## config.mk

```make
export PLATFORM = sky130hd
export DESIGN_NAME = rtkv_ram
export DESIGN_NICKNAME = d
export VERILOG_FILES = /design/src/design/rtkv_ram.sv
export SDC_FILE = /design/constraint.sdc
export NUM_CORES = 1
export LEC_CHECK = 0
export BUFFER_PORTS_ARGS = -buffer_cell sky130_fd_sc_hd__buf_4
export CAP_MARGIN = 20
export CORE_ASPECT_RATIO = 1.25
export CORE_MARGIN = 3
export CORE_UTILIZATION = 60
export CTS_CLUSTER_SIZE = 10
export DETAILED_ROUTE_END_ITERATION = 8
export PLACE_DENSITY_LB_ADDON = 0.15
export SETUP_SLACK_MARGIN = 0.02
export SLEW_MARGIN = 20
export SYNTH_ARGS = -nofsm -noshare
export SYNTH_HDL_FRONTEND = slang
export SYNTH_SLANG_ARGS = --single-unit
```

## constraint.sdc

```tcl
create_clock -name clk_i -period 2.1 [get_ports clk_i]
set_input_delay 0.315 -clock clk_i [delete_from_list [all_inputs] [get_ports clk_i]]
set_output_delay 0.315 -clock clk_i [all_outputs]
set_load 0.1 [all_outputs]
```

## src/design/rtkv_ram.sv

```systemverilog
// ----------------------------------------------------------------------------
// rtkv_ram
// generic single-port ram with registered read
// ----------------------------------------------------------------------------
module rtkv_ram #(
  parameter int Width = 8,
  parameter int Depth = 16
) (
  input  logic                     clk_i,
  input  logic                     we_i,
  input  logic [$clog2(Depth)-1:0] addr_i,
  input  logic [Width-1:0]         wdata_i,
  output logic [Width-1:0]         rdata_o
);
  logic [Width-1:0] mem_q [Depth];

  always_ff @(posedge clk_i) begin
    if (we_i) mem_q[addr_i] <= wdata_i;
    rdata_o <= mem_q[addr_i];
  end
endmodule

```

==> impl_metrics.json, run 1 <==
{
  "synthFlopType": "edfxtp_1",
  "worst_slack_ps": 633.2,
  "n_fill_cell": 445,
  "finalNetCount": 295,
  "hold_viol_final": 0,
  "postRouteAntennaNets": 0,
  "cts_setup_buffers": 0,
  "rows": 36,
  "final_common_cell": "edfxtp_1",
  "grt_pass1_wl_mm": 13.84,
  "synth_edf_count": 128,
  "setup_violations": 0,
  "timing.final.crit_share_pct": 69.85,
  "finClkSkew_ps": 4.684,
  "clockRootBuffer": "clkbuf_8",
  "grt_max_degree": 40,
  "die_y_um": 108.7,
  "worst-path-buf-inv": 1,
  "layout_common_cells": "128 x edfxtp_1, 42 x buf_4, 32 x mux4_2",
  "yosysSeqAreaShare_pct": 79.01,
  "outcome": "finished clean",
  "vias": 2325,
  "tightest_slew_ps": 657.9,
  "crit_chain": "buf_4",
  "dp_hpwl_mm": 5.778,
  "die_area_um2": 9591,
  "cp.required_ps": 1780,
  "io_pins": 22,
  "post_cts_resized": 0,
  "place.gp.congestion": 0.7753,
  "cts_buffers": 17,
  "grt_usage_pct": 21.27,
  "crit_path_top_delay_cell": "dfxtp_1",
  "synthArstFlopShare_pct": 0,
  "die_x_um": 88.20,
  "drv_slew": 0,
  "drt_iter0_markers": 236,
  "clock_latency_ps": 500,
  "slew_headroom_pct": 56.05,
  "path_class": "reg2out",
  "ctsHoldBuffers": 0,
  "fin_tns_setup_ps": 0,
  "ys_types": 18,
  "ir_worst_vdd_mv": 0.9432,
  "crit_path_end_kind": "output pin",
  "post_drt_wl_per_cell_um": 22.60,
  "synth.cell_area_um2": 5067,
  "antenna_found_initial": 0,
  "netlist_instances": 230,
  "port_buffers": 21,
  "diodes": 0,
  "cp_top_family": "flip-flops",
  "route.detailed.drc": 0,
  "cts.sinks": 136,
  "cts_tree": "built",
  "yosysWarnings": 0,
  "syn-num-nets": 244,
  "area_delta_synth_final_pct": 19.11,
  "viasPerCell": 5.977,
  "start_util_pct": 63.20,
  "overflow": 0,
  "max_freq_mhz": 681.7,
  "cp_data_arrival_time_ps": 1150,
  "p_per_area_nw_per_um2": 1038,
  "rsz0062_at_grt": "false",
  "period_needed_ps": 1467,
  "hold_path.class": "in2reg",
  "critPathMaxStageDelay_ps": 350,
  "cp_max_fo": 1,
  "drv_cap": 0,
  "drt_wl_total_mm": 8.791,
  "clock_path_buffers": 2,
  "crit_path_start_kind": "register",
  "leakagePower_nw": 2.027,
  "core-area_um2": 8018,
  "drive_gt1_share_pct": 35.71,
  "drt-pass1-iter-count": 4,
  "htreeDepth": 4,
  "syn_area_per_cell_um2": 22.03,
  "pre_cts_slack_ps": 267.7,
  "grt_pass1_vias": 2485,
  "ys_ff_latch": 136,
  "cts.reportedPaths.clkPinSlew_ps": 60
}
## synth_stat cells (4+ instances only)
cell,number,area [µm²]
mux4_2,32,720.7
a22oi_1,16,120.1
edfxtp_1,128,3844
nor2_1,13,48.80
nor3_1,4,20.02
nand2_1,9,33.78
dfxtp_1,8,160.2
buf_1,4,15.01
## path summary, 6_finish.rpt
path	startpoint	to	slack [ps]	depth (start not counted)
worst max-delay path	rdata_o[3]	rdata_o[3]	630	1
worst min-delay path	wdata_i[0]	mem_q[6][0]	120	1
worst max register to register	mem_q[1][1]	rdata_o[1]	720	3
worst min register to register	mem_q[12][2]	rdata_o[2]	670	3
## sequential cells by signal, indices dropped and copies added (netlist names)
register / flops
mem_q: 128
rdata_o: 8
## metal layers
layer  routed length, µm  GRT usage (%)
met5                   0              0
met3                 421          7.029
met2                4658          33.69
met4                  33          7.451
met1                3678          27.99
## cell type report
type                       count  area [µm²]  area share, %
tap                           95       118.9          1.969
sequential                   136        4004          66.33
clock buffer                  17       414.1          6.862
timing repair buffer          43       335.3          5.556
multi-input combinational     83        1003          16.63
clock inverter                15       160.2          2.653
## logic make-up (layout without fill, tap and decap cells)
logic type / count (synthesis) / after routing / synth area share (%)
flip-flops: 136 / 136 / 79.01
AND/OR/NAND/NOR: 35 / 35 / 3.210
multiplexers: 32 / 32 / 14.22
AO/OA/AOI/OAI: 16 / 16 / 2.370
buffers and inverters: 11 / 75 / 1.185
## power breakdown
part | internal [mW] | switching (mW) | total [mW]
sequential | 3.04 | 0.0191 | 3.05
clock | 1.78 | 1.00 | 2.79
combinational | 0.140 | 0.283 | 0.423
## through the flow
stage          power [mW]  hold WS, ps  area (µm²)  std cells  utilization, %
2_1_floorplan       3.393        413.9        5067        230               -
3_3_place_gp        3.531        624.1        5461        357           68.12
3_5_place_dp        3.538        633.5        5461        357           68.12
4_1_cts             6.322        96.89        6036        389           75.28
5_1_grt             6.485        114.7        6036        389           75.28
6_report            6.265        123.9        6036        389           75.28
Power figures use the tool's default switching activity.
==> run 2, diff against run 1 <==
==> constraint.sdc (replaced) <==
create_clock -name clk_i -period 1.46 [get_ports clk_i]
set_input_delay 0.219 -clock clk_i [delete_from_list [all_inputs] [get_ports clk_i]]
set_output_delay 0.219 -clock clk_i [all_outputs]
set_load 0.1 [all_outputs]
==> run 2 against run 1 <==
  * Wire length grew 10%
  * Worst setup slack lost 590 ps
  * Via count grew 5.8%
  * Largest cell class unchanged
  * Worst hold slack lost 100 ps
  * Clock power grew 45%
==> impl_metrics.json, run 2 (same netlist as run 1, synthesis figures left out) <==
{
  "cp_max_fo": 1,
  "final_area_um2": 6291,
  "top_register": "mem_q",
  "die_y_um": 108.7,
  "grt_usage_pct": 23.04,
  "p_per_area_nw_per_um2": 1449,
  "hold_path.class": "in2reg",
  "finalNetCount": 305,
  "layout_common_cells": "128 x edfxtp_1, 40 x buf_4, 32 x mux4_2",
  "post_dp_cell_area_um2": 5702,
  "n_fill_cell": 404,
  "leakagePower_nw": 2.121,
  "clock_path_buffers": 2,
  "cts_tree": "built",
  "hold_end": "mem_q[6][5]",
  "worst_slack_ps": 44.10,
  "crit_path_top_delay_cell": "dfxtp_1",
  "reg2reg_slack_ps": 60,
  "tightest_slew_ps": 791.0,
  "setup_violations": 0,
  "path_class": "reg2out",
  "route.detailed.drc": 0,
  "reg2reg_from": "mem_q[1][3]",
  "rows": 36,
  "port_buffers": 21,
  "crit_path_start_kind": "register",
  "grt_pass1_vias": 2663,
  "core-area_um2": 8018,
  "final_common_cell": "edfxtp_1",
  "drv_cap": 0,
  "whs_path_depth": 1,
  "grt_pass1_wl_mm": 15.07,
  "grt_max_degree": 18,
  "cts_buffers": 17,
  "antenna_found_initial": 0,
  "die_area_um2": 9591,
  "drt_wl_total_mm": 9.674,
  "multi_input_area_um2": 1039,
  "timing.final.crit_share_pct": 96.98,
  "area_delta_synth_final_pct": 24.15,
  "clockRootBuffer": "clkbuf_8",
  "fin_tns_setup_ps": 0,
  "start_util_pct": 63.20,
  "post_drt_wl_per_cell_um": 24.25,
  "cp_data_arrival_time_ps": 1200,
  "overflow": 0,
  "cts_setup_buffers": 0,
  "ir_worst_vdd_mv": 1.302,
  "htreeDepth": 4,
  "slew_headroom_pct": 47.16,
  "reg_top3": "mem_q (128), rdata_o (8)",
  "cts.reportedPaths.clkPinSlew_ps": 60,
  "holdCritStartpoint": "wdata_i[5]",
  "pre_cts_slack_ps": -146.8,
  "crit_chain": "buf_4",
  "postRouteAntennaNets": 0,
  "cp_top_family": "flip-flops",
  "crit_path_end_kind": "output pin",
  "diodes": 0,
  "largest_register_ffs": 128,
  "seqCellArea_um2": 4004,
  "dp_hpwl_mm": 6.292,
  "period_needed_ps": 1416,
  "hold_viol_final": 0,
  "place.gp.congestion": 0.7957,
  "drive_gt1_share_pct": 42.11,
  "power_mw": 9.116,
  "cp.required_ps": 1240,
  "outcome": "finished clean",
  "rr_endpoint": "rdata_o[3]",
  "finClkSkew_ps": 6.228,
  "vias": 2459,
  "io_pins": 22,
  "r2r_cells": 3,
  "drt_iter0_markers": 234,
  "clock_latency_ps": 510,
  "cts.sinks": 136,
  "critPathMaxStageDelay_ps": 380,
  "worst-path-buf-inv": 1,
  "post_cts_resized": 0,
  "die_x_um": 88.20,
  "drt-pass1-iter-count": 4,
  "drv_slew": 0,
  "viasPerCell": 6.163,
  "max_freq_mhz": 706.3,
  "rsz0062_at_grt": "false"
}
[run 2: layer usage]
layer / share of wire [%] / track usage (%) / vias to the layer above
li1: - / - / 1085
met1: 39 / 28.99 / 1266
met2: 54 / 38.93 / 92
met3: 5.3 / 5.820 / 16
met4: 1.8 / 8.315 / 0
met5: 0 / 0 / -
[run 2: where the power goes]
group          internal, mW  leakage, nW  total, mW  switching (mW)
sequential             4.37         1.22       4.40          0.0301
clock                  2.56        0.282       4.05            1.49
combinational         0.237        0.615      0.665           0.428
total                  7.16         2.12       9.12            1.95
[run 2: timing repair]
item                                   CTS  global route
endpoints found under the hold margin    8             0
hold buffers                             1             0
setup endpoints to repair                0             0
[run 2: area by class of cell]
| type | count | share of cell area (%) |
|---|---|---|
| clock inverter | 11 | 1.909 |
| timing repair buffer | 53 | 8.751 |
| sequential | 136 | 63.64 |
| clock buffer | 21 | 7.299 |
| multi-input combinational | 83 | 16.51 |
| tap | 95 | 1.889 |
[run 2: how the worst max path moves through the flow]
stage                   endpoint  startpoint  cells after the start
finish                rdata_o[5]  rdata_o[5]                      1
global route          rdata_o[5]  rdata_o[5]                      1
floorplan           mem_q[12][0]   addr_i[1]                      3
detailed placement    rdata_o[3]   addr_i[0]                      5
CTS                   rdata_o[5]  rdata_o[5]                      1
global placement      rdata_o[3]   addr_i[0]                      5
[run 2: metrics by stage]
stage                     hold slack (ps)  std cells  util (%)
after floorplan                     317.9        230         -
after global placement              516.7        366     71.11
after detailed placement            531.3        366     71.11
after CTS                           1.300        399     78.46
after global routing                19.54        399     78.46
final                               19.36        399     78.46
